**src/rtl/kmms_pkg.sv**
```systemverilog
// Shared types and constants for the k-way merge minimum selector.
`default_nettype none
package kmms_pkg;

   localparam int KEY_W = 64;
   localparam logic [KEY_W-1:0] KEY_ENDED = 64'hffff_ffff_ffff_ffff;
   localparam logic [KEY_W-1:0] KEY_UNMAPPED = 64'hffff_ffff_ffff_fffe;
   localparam logic [15:0] REVERSE_BIT = 16'h0010;
   localparam int REF_SHIFT = 40;
   localparam int POS_SHIFT = 8;
   localparam int CMD_DEPTH = 2;

   // One classified load, passed from the front end to the merge engine.
   typedef struct packed {
      logic [3:0]       source_index;
      logic             out_of_range;
      logic [KEY_W-1:0] key;
   } cmd_type;

   typedef struct packed {
      logic [3:0] selected_source;
      logic       all_done;
      logic       load_error;
   } rsp_type;

endpackage
`default_nettype wire

```
**src/rtl/kmms_front.sv**
```systemverilog
// Front end: source count register, key packing and range check of each load.
`default_nettype none
module kmms_front #(
   parameter int MAX_SOURCES = 16
) (
   input  wire                                 clock,
   input  wire                                 reset,
   input  wire  [3:0]                          req_source_index,
   input  wire                                 req_end_of_source,
   input  wire  signed [24:0]                  req_reference_id,
   input  wire  signed [31:0]                  req_position,
   input  wire  [15:0]                         req_record_flags,
   input  wire                                 csr_valid,
   output logic                                csr_ready,
   input  wire  [4:0]                          csr_active_sources,
   output kmms_pkg::cmd_type                   cmd,
   output logic [$clog2(MAX_SOURCES+1)-1:0]    active_count
);
   import kmms_pkg::*;

   localparam int CNT_W = $clog2(MAX_SOURCES + 1);

   logic [4:0]       csr_ff;
   logic [KEY_W-1:0] rec_key;

   assign csr_ready = 1'b1;

   always_ff @(posedge clock) begin
      if (reset) begin
         csr_ff <= 5'd2;
      end else if (csr_valid) begin
         csr_ff <= csr_active_sources;
      end
   end

   // Clamp the programmed count into [2, MAX_SOURCES].
   always_comb begin
      if (int'(csr_ff) < 2) begin
         active_count = CNT_W'(2);
      end else if (int'(csr_ff) > MAX_SOURCES) begin
         active_count = CNT_W'(MAX_SOURCES);
      end else begin
         active_count = CNT_W'(csr_ff);
      end
   end

   always_comb begin
      if (req_reference_id[24] || req_position[31]) begin
         rec_key = KEY_UNMAPPED;
      end else begin
         rec_key = (KEY_W'(req_reference_id[23:0]) << REF_SHIFT)
                 | (KEY_W'(unsigned'(req_position)) << POS_SHIFT)
                 | KEY_W'(req_record_flags & REVERSE_BIT);
      end
   end

   always_comb begin
      cmd.source_index = req_source_index;
      cmd.out_of_range = int'(req_source_index) >= int'(active_count);
      cmd.key          = req_end_of_source ? KEY_ENDED : rec_key;
   end

endmodule
`default_nettype wire

```
**src/rtl/kmms_cmd_fifo.sv**
```systemverilog
// Short command queue between the front end and the merge engine.
`default_nettype none
module kmms_cmd_fifo (
   input  wire                clock,
   input  wire                reset,
   input  wire                push,
   output logic               full,
   input  kmms_pkg::cmd_type  din,
   input  wire                pop,
   output logic               empty,
   output kmms_pkg::cmd_type  dout
);
   import kmms_pkg::*;

   localparam int PTR_W = $clog2(CMD_DEPTH);
   localparam int CNT_W = $clog2(CMD_DEPTH + 1);

   cmd_type            entry_ff [CMD_DEPTH];
   logic [PTR_W-1:0]   wr_ptr_ff;
   logic [PTR_W-1:0]   rd_ptr_ff;
   logic [CNT_W-1:0]   count_ff;
   logic               do_push;
   logic               do_pop;

   assign full    = count_ff == CNT_W'(CMD_DEPTH);
   assign empty   = count_ff == '0;
   assign do_push = push && !full;
   assign do_pop  = pop && !empty;
   assign dout    = entry_ff[rd_ptr_ff];

   always_ff @(posedge clock) begin
      if (do_push) begin
         entry_ff[wr_ptr_ff] <= din;
      end
   end

   always_ff @(posedge clock) begin
      if (reset) begin
         wr_ptr_ff <= '0;
         rd_ptr_ff <= '0;
         count_ff  <= '0;
      end else begin
         if (do_push) begin
            wr_ptr_ff <= PTR_W'(wr_ptr_ff + 1'b1);
         end
         if (do_pop) begin
            rd_ptr_ff <= PTR_W'(rd_ptr_ff + 1'b1);
         end
         if (do_push && !do_pop) begin
            count_ff <= CNT_W'(count_ff + 1'b1);
         end else if (do_pop && !do_push) begin
            count_ff <= CNT_W'(count_ff - 1'b1);
         end
      end
   end

endmodule
`default_nettype wire

```
**src/rtl/kmms_back.sv**
```systemverilog
// Merge engine: head key store, loaded mask, registered minimum tree, result register.
`default_nettype none
module kmms_back #(
   parameter int MAX_SOURCES = 16
) (
   input  wire                                clock,
   input  wire                                reset,
   input  wire  [$clog2(MAX_SOURCES+1)-1:0]   active_count,
   input  wire                                cmd_valid,
   input  kmms_pkg::cmd_type                  cmd,
   output logic                               cmd_pop,
   output logic                               rsp_valid,
   input  wire                                rsp_pop,
   output kmms_pkg::rsp_type                  rsp
);
   import kmms_pkg::*;

   localparam int LEVELS = $clog2(MAX_SOURCES);
   localparam int LEAVES = 2 ** LEVELS;
   localparam int NODES  = 2 * LEAVES - 1;
   localparam int IDX_W  = (LEVELS > 0) ? LEVELS : 1;
   localparam int CW     = $clog2(LEVELS + 1);

   typedef struct packed {
      logic [KEY_W-1:0] key;
      logic [IDX_W-1:0] idx;
   } node_type;

   typedef enum logic [1:0] {
      ST_IDLE   = 2'b01,
      ST_SETTLE = 2'b10
   } state_type;

   logic [KEY_W-1:0]       key_ff [MAX_SOURCES];
   node_type               node_ff [LEAVES-1];
   node_type               tree [NODES];
   logic [MAX_SOURCES-1:0] loaded_ff, loaded_in;
   logic [MAX_SOURCES-1:0] hit_vec, need_vec, sel_vec;
   state_type              state_ff, state_in;
   logic [CW-1:0]          cnt_ff, cnt_in;
   logic                   out_valid_ff, out_valid_in;
   rsp_type                rsp_ff, rsp_in;
   logic                   key_wr;
   node_type               root;

   always_comb begin
      for (int i = 0; i < MAX_SOURCES; i++) begin
         hit_vec[i]  = int'(cmd.source_index) == i;
         need_vec[i] = i < int'(active_count);
         sel_vec[i]  = int'(root.idx) == i;
      end
   end

   // Heap layout: node j has children 2j+1 and 2j+2; leaves start at LEAVES-1.
   always_comb begin
      for (int j = 0; j < LEAVES - 1; j++) begin
         tree[j] = node_ff[j];
      end
      for (int i = 0; i < LEAVES; i++) begin
         tree[LEAVES-1+i].idx = IDX_W'(i);
         if (i < MAX_SOURCES && i < int'(active_count)) begin
            tree[LEAVES-1+i].key = key_ff[i];
         end else begin
            tree[LEAVES-1+i].key = KEY_ENDED;
         end
      end
   end

   assign root = tree[0];

   // Each level is registered; lower index wins a tie.
   always_ff @(posedge clock) begin
      for (int j = 0; j < LEAVES - 1; j++) begin
         if (tree[2*j+1].key <= tree[2*j+2].key) begin
            node_ff[j] <= tree[2*j+1];
         end else begin
            node_ff[j] <= tree[2*j+2];
         end
      end
   end

   always_ff @(posedge clock) begin
      for (int i = 0; i < MAX_SOURCES; i++) begin
         if (key_wr && hit_vec[i]) begin
            key_ff[i] <= cmd.key;
         end
      end
   end

   always_comb begin
      state_in     = state_ff;
      cnt_in       = cnt_ff;
      loaded_in    = loaded_ff;
      out_valid_in = out_valid_ff;
      rsp_in       = rsp_ff;
      key_wr       = 1'b0;
      cmd_pop      = 1'b0;
      if (out_valid_ff && rsp_pop) begin
         out_valid_in = 1'b0;
      end
      unique case (state_ff)
         ST_IDLE: begin
            if (cmd_valid && !out_valid_ff) begin
               cmd_pop = 1'b1;
               if (cmd.out_of_range || (|(loaded_ff & hit_vec))) begin
                  out_valid_in = 1'b1;
                  rsp_in       = '{selected_source: '0, all_done: 1'b0, load_error: 1'b1};
               end else begin
                  key_wr    = 1'b1;
                  loaded_in = loaded_ff | hit_vec;
                  if ((loaded_in & need_vec) == need_vec) begin
                     state_in = ST_SETTLE;
                     cnt_in   = CW'(LEVELS);
                  end
               end
            end
         end
         ST_SETTLE: begin
            // Root reflects the new key set once every tree level has turned over.
            if (cnt_ff == '0) begin
               state_in     = ST_IDLE;
               out_valid_in = 1'b1;
               if (root.key == KEY_ENDED) begin
                  loaded_in = '0;
                  rsp_in    = '{selected_source: '0, all_done: 1'b1, load_error: 1'b0};
               end else begin
                  loaded_in = loaded_ff & ~sel_vec;
                  rsp_in    = '{selected_source: 4'(root.idx), all_done: 1'b0,
                                load_error: 1'b0};
               end
            end else begin
               cnt_in = CW'(cnt_ff - 1'b1);
            end
         end
         default: begin
            state_in = ST_IDLE;
         end
      endcase
   end

   always_ff @(posedge clock) begin
      if (reset) begin
         state_ff     <= ST_IDLE;
         cnt_ff       <= '0;
         loaded_ff    <= '0;
         out_valid_ff <= 1'b0;
      end else begin
         state_ff     <= state_in;
         cnt_ff       <= cnt_in;
         loaded_ff    <= loaded_in;
         out_valid_ff <= out_valid_in;
      end
   end

   always_ff @(posedge clock) begin
      rsp_ff <= rsp_in;
   end

   assign rsp_valid = out_valid_ff;
   assign rsp       = rsp_ff;

   a_settle_out_free: assert property (@(posedge clock) disable iff (reset)
      state_ff == ST_SETTLE |-> !out_valid_ff)
      else $error("result register busy during tree settle");

   a_done_clears: assert property (@(posedge clock) disable iff (reset)
      (state_ff == ST_SETTLE && cnt_ff == '0 && root.key == KEY_ENDED)
      |=> (loaded_ff == '0 && out_valid_ff && rsp_ff.all_done))
      else $error("done result did not clear loaded mask");

   a_pop_only_idle: assert property (@(posedge clock) disable iff (reset)
      cmd_pop |-> (state_ff == ST_IDLE && !out_valid_ff && cmd_valid))
      else $error("command taken while engine busy");

   a_rsp_exclusive: assert property (@(posedge clock) disable iff (reset)
      out_valid_ff |-> !(rsp_ff.all_done && rsp_ff.load_error))
      else $error("done and error flagged together");

endmodule
`default_nettype wire

```
**src/rtl/kway_merge_min_select_top.sv**
```systemverilog
// A rejected load passes through the command queue and then the result register; a load that
// completes the set of heads is written to the head key store, the minimum tree settles level by
// level, and the selection is then registered in the result register. The engine takes one
// load per cycle until the set is complete while no result waits and the tree is not settling;
// a waiting result stalls the engine until popped. Reset is synchronous: clears loaded mask,
// queues and result, count register returns to 2; head keys are not reset.
`default_nettype none
module kway_merge_min_select_top #(
   parameter int MAX_SOURCES = 16
) (
   input  wire                 clock,
   input  wire                 reset,
   input  wire                 req_push,
   output logic                req_full,
   input  wire  [3:0]          req_source_index,
   input  wire                 req_end_of_source,
   input  wire  signed [24:0]  req_reference_id,
   input  wire  signed [31:0]  req_position,
   input  wire  [15:0]         req_record_flags,
   output logic                rsp_empty,
   input  wire                 rsp_pop,
   output logic [3:0]          rsp_selected_source,
   output logic                rsp_all_done,
   output logic                rsp_load_error,
   input  wire                 csr_valid,
   output logic                csr_ready,
   input  wire  [4:0]          csr_active_sources
);
   import kmms_pkg::*;

   localparam int CNT_W = $clog2(MAX_SOURCES + 1);

   cmd_type             front_cmd;
   cmd_type             queue_cmd;
   logic [CNT_W-1:0]    active_count;
   logic                queue_empty;
   logic                queue_pop;
   logic                rsp_valid;
   rsp_type             rsp;

   kmms_front #(.MAX_SOURCES(MAX_SOURCES)) u_front (
      .clock              (clock),
      .reset              (reset),
      .req_source_index   (req_source_index),
      .req_end_of_source  (req_end_of_source),
      .req_reference_id   (req_reference_id),
      .req_position       (req_position),
      .req_record_flags   (req_record_flags),
      .csr_valid          (csr_valid),
      .csr_ready          (csr_ready),
      .csr_active_sources (csr_active_sources),
      .cmd                (front_cmd),
      .active_count       (active_count)
   );

   kmms_cmd_fifo u_queue (
      .clock (clock),
      .reset (reset),
      .push  (req_push),
      .full  (req_full),
      .din   (front_cmd),
      .pop   (queue_pop),
      .empty (queue_empty),
      .dout  (queue_cmd)
   );

   kmms_back #(.MAX_SOURCES(MAX_SOURCES)) u_back (
      .clock        (clock),
      .reset        (reset),
      .active_count (active_count),
      .cmd_valid    (!queue_empty),
      .cmd          (queue_cmd),
      .cmd_pop      (queue_pop),
      .rsp_valid    (rsp_valid),
      .rsp_pop      (rsp_pop),
      .rsp          (rsp)
   );

   assign rsp_empty           = !rsp_valid;
   assign rsp_selected_source = rsp.selected_source;
   assign rsp_all_done        = rsp.all_done;
   assign rsp_load_error      = rsp.load_error;

endmodule
`default_nettype wire

```
**config.mk**
```make
export PLATFORM = sky130hd
export DESIGN_NAME = kway_merge_min_select_top
export DESIGN_NICKNAME = d
export VERILOG_FILES = /design/src/rtl/kmms_pkg.sv /design/src/rtl/kmms_front.sv /design/src/rtl/kmms_cmd_fifo.sv /design/src/rtl/kmms_back.sv /design/src/rtl/kway_merge_min_select_top.sv
export SDC_FILE = /design/constraint.sdc
export NUM_CORES = 2
export LEC_CHECK = 0
export BUFFER_PORTS_ARGS = -buffer_cell sky130_fd_sc_hd__buf_2
export CAP_MARGIN = 20
export CORE_UTILIZATION = 60
export CTS_CLUSTER_SIZE = 10
export DETAILED_ROUTE_END_ITERATION = 8
export PLACE_DENSITY = 0.76
export SETUP_SLACK_MARGIN = 0.5
export SLEW_MARGIN = 0
export SYNTH_ARGS = -nofsm -noshare
export SYNTH_HDL_FRONTEND = slang
export SYNTH_SLANG_ARGS = --single-unit
```
**constraint.sdc**
```tcl
create_clock -name clock -period 18.6 [get_ports clock]
set_clock_uncertainty 0.05 [all_clocks]
set_input_delay 1.86 -clock clock [delete_from_list [all_inputs] [get_ports clock]]
set_output_delay 1.86 -clock clock [all_outputs]
set_load 0.01 [all_outputs]
```
# --- After elaboration in Yosys (flattened, before gate mapping) ---
# Memory sizes are Yosys's and may differ from the RTL's. A register that Yosys moved wholly into a read port is not among the register bits.
# Cells that the tools add are included.
totals:
  n_memories: 3
  elab_cells: 364
  out_inout_bits: 9
  in_bits: 88
  ram_bits: 2182
  ff_bits: 37
op_classes:
  n_lt_le_gt_ge: 34
  n_mux: 193
  bitwise_logic: 22
  add_sub_neg: 5
  n_reduce_logical: 55
  n_eq_ne: 41
mem_list:
  columns: ["memory", "words", "width", "read_ports", "rd_clocked_by_memory_dff", "write_ports", "line", "text"]
  rows:
  - ["u_back.key_ff", 16, 64, 16, 0, 1, "kmms_back.sv:34", "logic [KEY_W-1:0] key_ff [MAX_SOURCES];"]
  - ["u_back.node_ff", 15, 68, 15, 0, 15, "kmms_back.sv:35", "node_type node_ff [LEAVES-1];"]
  - ["u_queue.entry_ff", 2, 69, 1, 1, 1, "kmms_cmd_fifo.sv:18", "cmd_type entry_ff [CMD_DEPTH];"]
ops:
  columns: ["cell", "count"]
  rows:
  - ["2-to-1 mux 64 bit", 33]
  - ["2-to-1 mux 68 bit", 15]
  - ["<= comparator 64 bit", 15]
  - ["OR reduction 64 bit", 15]
  - ["2-to-1 mux 1 bit", 105]
  - ["== test 4 bit (second input constant)", 16]
  - ["== test 64 bit (second input constant)", 1]
  - ["2-to-1 mux 16 bit", 4]
  - ["bitwise OR 64 x 40 -> 64 bit", 1]
  - ["bitwise OR 64 x 5 -> 64 bit", 1]
  - ["2-to-1 mux 4 bit", 15]
  - ["bitwise AND 16 bit", 3]
  - ["less-than comparator 4 x 5 -> 1 bit (first input constant)", 8]
  - ["== test 4 x 3 -> 1 bit (second input constant)", 8]
  - ["case mux 16 bit (2 select lines)", 1]
  - ["2-to-1 mux 6 bit", 4]
  - ["logical AND 1 bit", 22]
  - ["less-than comparator 3 x 5 -> 1 bit (first input constant)", 4]
  - ["== test 16 bit", 1]
  - ["== test 4 x 2 -> 1 bit (second input constant)", 4]
  - ["inverter 16 bit", 1]
  - ["bitwise OR 16 bit", 1]
  - ["OR reduction 16 bit", 1]
  - ["bitwise OR 1 bit", 15]
  - ["29 further kinds", 56]

# --- Logic depth before layout (Yosys ltp) ---
depth:
  ltp_word: 26
  ltp_mapped: 20
  depth_no_buf: 13

# --- Modules after synthesis ---
# Synthesis repeated with hierarchy kept, for this count alone.
hier_totals:
  hier_cells: 8307
  area_unflattened_um2: 97950.2
modules_own_cells:
  columns: ["module", "cells_each", "instances", "seq_area_each_um2", "area_each_um2"]
  rows:
  - ["kmms_back", 7950, 1, 51109.0, 91885.6]
  - ["kmms_cmd_fifo", 240, 1, 4244.1, 5235.0]
  - ["kmms_front", 115, 1, 100.1, 822.0]
  - ["kway_merge_min_select_top", 2, 1, 0.0, 7.5]

# --- Least setup slack after synthesis ---
# No wires, ideal clock.
synth_path:
  path_type: "register to register"
  startpoint: "memory u_queue.entry_ff[0][67] (netlist name)"
  endpoint: "memory u_back.key_ff[5][0] (netlist: u_back.key_ff[0][320]) (enable)"
  setup_time_ns: 0.545
  synth_period_minus_slack_ns: 6.612
  path_stages_with_launch: 9
  t_required_ns: 18.005
  setup_slack_ns: 11.988
  arrival_ns: 6.016
  path_buffers: 1
  cell_sequence: "edfxtp_1 buf_2 nor3b_1 or2_4 a22o_1 a2111o_1 a211oi_4 nand3_1 nor3_1"
synth_lines:
  columns: ["item", "line"]
  rows:
  - ["from (decl)", "kmms_cmd_fifo.sv:18"]
  - ["to (decl)", "kmms_back.sv:34"]

==> flow_metrics.tcl <==
set metrics [dict create \
    antenna_found_initial 13 \
    cp_max_fo 47 \
    ys_ff_latch 1992 \
    cts_resized 0 \
    fin_tns_setup_ns 0 \
    grt_pass1_wl_um 362000 \
    syn_inst 7527 \
    cts.clk_slew.worst_paths_ns 0.06 \
    seqPwrFrac_pct 43.9 \
    ir_worst_vdd_mv 0.117 \
    grt-ovfl-total 0 \
    portBuffers 80 \
    place_congestion 0.975 \
    coreArea_um2 148000 \
    arrival_ns 7.61 \
    fmax_ghz 0.145 \
    pwr-share-comb_pct 25.1 \
    wire_per_inst_um 25.3 \
    clock-sinks 1992 \
    die_h_um 389 \
    powerDensity_nw_per_um2 130 \
    clk_latency_ns 0.87 \
    start_util_pct 60.6 \
    postCtsSetupBuffers 0 \
    place_hpwl_um 173000 \
    syn_area_per_cell_um2 11.9 \
    grt_pass1_vias 58333 \
    cap_violations 0 \
    synth_enable_flop_cells 1060 \
    timing_hold_violations_final 0 \
    cp_data_required_time_ns 19.31 \
    root_buffer "clkbuf_16" \
    die-area_um2 151000 \
    crit_path_cell_trace "o21a_1 -> a21oi_4 -> buf_4 -> nor2_1 -> inv_1 -> ha_1 -> nand4_1 -> nor4_1 -> nand2_1 -> nor4_1 -> a222oi_1 -> and3_1 -> a41oi_4 -> buf_4 -> mux2i_1" \
    clockBufferDepth 3 \
    post-route-min-period_ns 6.90 \
    ys_types 89 \
    end_kind "register" \
    nets 8585 \
    syn_to_final_growth_pct 10.3 \
    io_pins 97 \
    vias 58682 \
    first_iter_violations 5479 \
    vias_per_cell 6.02 \
    synth_area_um2 89600 \
    h-tree-depth 4 \
    synthFlopType "edfxtp_1" \
    yosysSeqAreaShare_pct 56.3 \
    cellLeakagePower_nw 41.7 \
    sw_frac_of_total_pct 31.6 \
    synth_fp_nets 8498 \
    cts-buffers-inserted 220 \
    final_core_util_pct 66.8 \
    worst_pin_slew_ns 1.12 \
    start_kind "register" \
    cts_tree "done" \
    relSlewSlack_pct 24.2 \
    grt_max_degree 69 \
    ant_nets 0 \
    chipWidth_um 389 \
    drc 0 \
    fillers 10658 \
    rsz0062_at_grt "false" \
    yosys_warnings 0 \
    grt_use_total_pct 32.6 \
    dr.pass1.iters 6 \
    p_clk_share_pct 31.0 \
    async_flop_share_pct 0 \
    wl_um 247000 \
    timing.final.crit_share_pct 37.1 \
    cts_hold_buffers 0 \
    path_class "reg2reg" \
    drv_slew 0 \
    holdCritPathClass "reg2reg" \
    layout-drive-gt1-share_pct 13.9 \
    slowest_stage "buf_4" \
    power_switching_mw 4.08 \
    slowest_delay_ns 0.87 \
    outcome "finished, final reports clean" \
    rows 141 \
    setup_viol 0 \
    p_int_mw 8.82 \
]
[critical path: cells and delay by family (launching register included)]
kind | cells | cell delay, ns
compound gates | 4 | 1.96
fa+ha+maj | 1 | 0.16
buf+inv | 3 | 1.59
flops | 1 | 0.59
mux | 1 | 0.30
simple gates | 6 | 2.07
[cells by family (layout without fill, tap and decap cells)]
| group | count (synthesis) | after routing | share of synthesized area [%] |
|---|---|---|---|
| other | 1 | 5 | 0.00418 |
| buffers and inverters | 1172 | 1454 | 5.05 |
| muxes | 893 | 893 | 10.7 |
| DFF | 1992 | 1992 | 56.3 |
| adders and majority gates | 883 | 883 | 12.3 |
| and+or+nand+nor | 1612 | 1612 | 8.41 |
| xor gates and xnor gates | 4 | 4 | 0.0391 |
| AOI/OAI and AO/OA | 970 | 970 | 7.14 |
[per-stage QoR]
stage | setup WS, ns | area, um2 | cells | total power, mW | hold WS [ns]
global route | 11.42 | 98900 | 9739 | 13.4 | 0.415
global placement | 11.85 | 92300 | 9320 | 8.81 | 0.383
finish | 11.70 | 98900 | 9743 | 12.9 | 0.406
CTS | 11.71 | 98900 | 9739 | 12.9 | 0.409
floorplan | 11.99 | 89600 | 7527 | 7.72 | 0.383
detailed placement | 11.73 | 92300 | 9322 | 8.89 | 0.392
[final timing paths]
path | slack [ns] | cells past startpoint | start | end
worst max-delay path | 11.70 | 15 | u_front.csr_ff[2]$_SDFFE_PP0P_ | u_back.node_ff[1][398]$_DFF_P_
worst min-delay path | 0.41 | 1 | u_back.node_ff[0][272]$_DFF_P_ | u_back.node_ff[0][68]$_DFF_P_
worst max register to register | 11.70 | 15 | u_front.csr_ff[2]$_SDFFE_PP0P_ | u_back.node_ff[1][398]$_DFF_P_
worst min register to register | 0.41 | 1 | u_back.node_ff[0][272]$_DFF_P_ | u_back.node_ff[0][68]$_DFF_P_
[sequential cells by signal, indices dropped and copies added (netlist names), 3 cells and up, named ones only]
| register | count |
|---|---|
| u_back.key_ff | 928 |
| u_back.rsp | 6 |
| u_back.cnt_ff | 3 |
| u_back.node_ff | 900 |
| u_back.loaded_ff | 16 |
| u_queue.entry_ff | 126 |
| u_front.csr_ff | 5 |
[placed cells by master (no fill, tap or decap), drive strengths merged, types with 20 or more instances in the layout]
master   count
ha         883
mux2       538
a31oi       87
nor4        24
a21oi      271
inv        886
buf        162
nand4      176
clkbuf     400
and3        28
or2         68
o21ai      129
nor2       911
a21o       197
nor3        43
and4        26
o21a        22
edfxtp    1060
dfxtp      932
nor2b       47
a211oi      59
o211ai      33
a2111oi     20
nand3       67
nand2      112
nand2b      70
mux2i      355
[routing by layer]
layer	up-vias	track usage, %	routed length (um)
met4	4	18.4	14900
met3	511	5.11	19500
met2	2445	51.3	111000
li1	26993	-	-
met5	-	0	40
met1	28729	43.0	101000
[area by class of cell]
class,instances,area (um2),share of cell area [%]
antenna,4,10.0,0.0101
clock buffer,400,6240,6.31
clock inverter,17,278,0.281
inverter,875,3280,3.32
multi-input combinational,4363,35100,35.5
sequential,1992,50500,51.1
tap,1930,2410,2.44
timing repair buffer,162,1030,1.05
[power groups by stage]
stage               clock network (mW)  registers [mW]  logic (mW)
floorplan                            0            5.56        2.16
CTS                               4.03            5.65        3.20
detailed placement                   0            5.73        3.16
finish                            3.99            5.66        3.24
global placement                     0            5.72        3.09
global route                      4.20            5.70        3.48
[cells in the mapped netlist, types with 26 or more instances]
library cell | n | area [um2]
dfxtp_1 | 932 | 18700
nor2_1 | 911 | 3420
nor2b_1 | 47 | 294
and3_1 | 27 | 169
o21ai_0 | 127 | 636
inv_1 | 874 | 3280
a31oi_1 | 86 | 538
nand2b_1 | 70 | 438
a21o_1 | 197 | 1480
edfxtp_1 | 1060 | 31800
and4_1 | 26 | 228
or2_2 | 65 | 407
ha_1 | 883 | 11000
o211ai_1 | 33 | 248
clkbuf_1 | 200 | 751
nand3_1 | 67 | 335
nand2_1 | 112 | 420
mux2i_1 | 355 | 3550
nor3_1 | 40 | 200
a21oi_1 | 271 | 1360
mux2_2 | 538 | 6060
nand4_1 | 176 | 1100
a211oi_1 | 57 | 428
buf_2 | 65 | 325
Power figures use the tool's default switching activity.
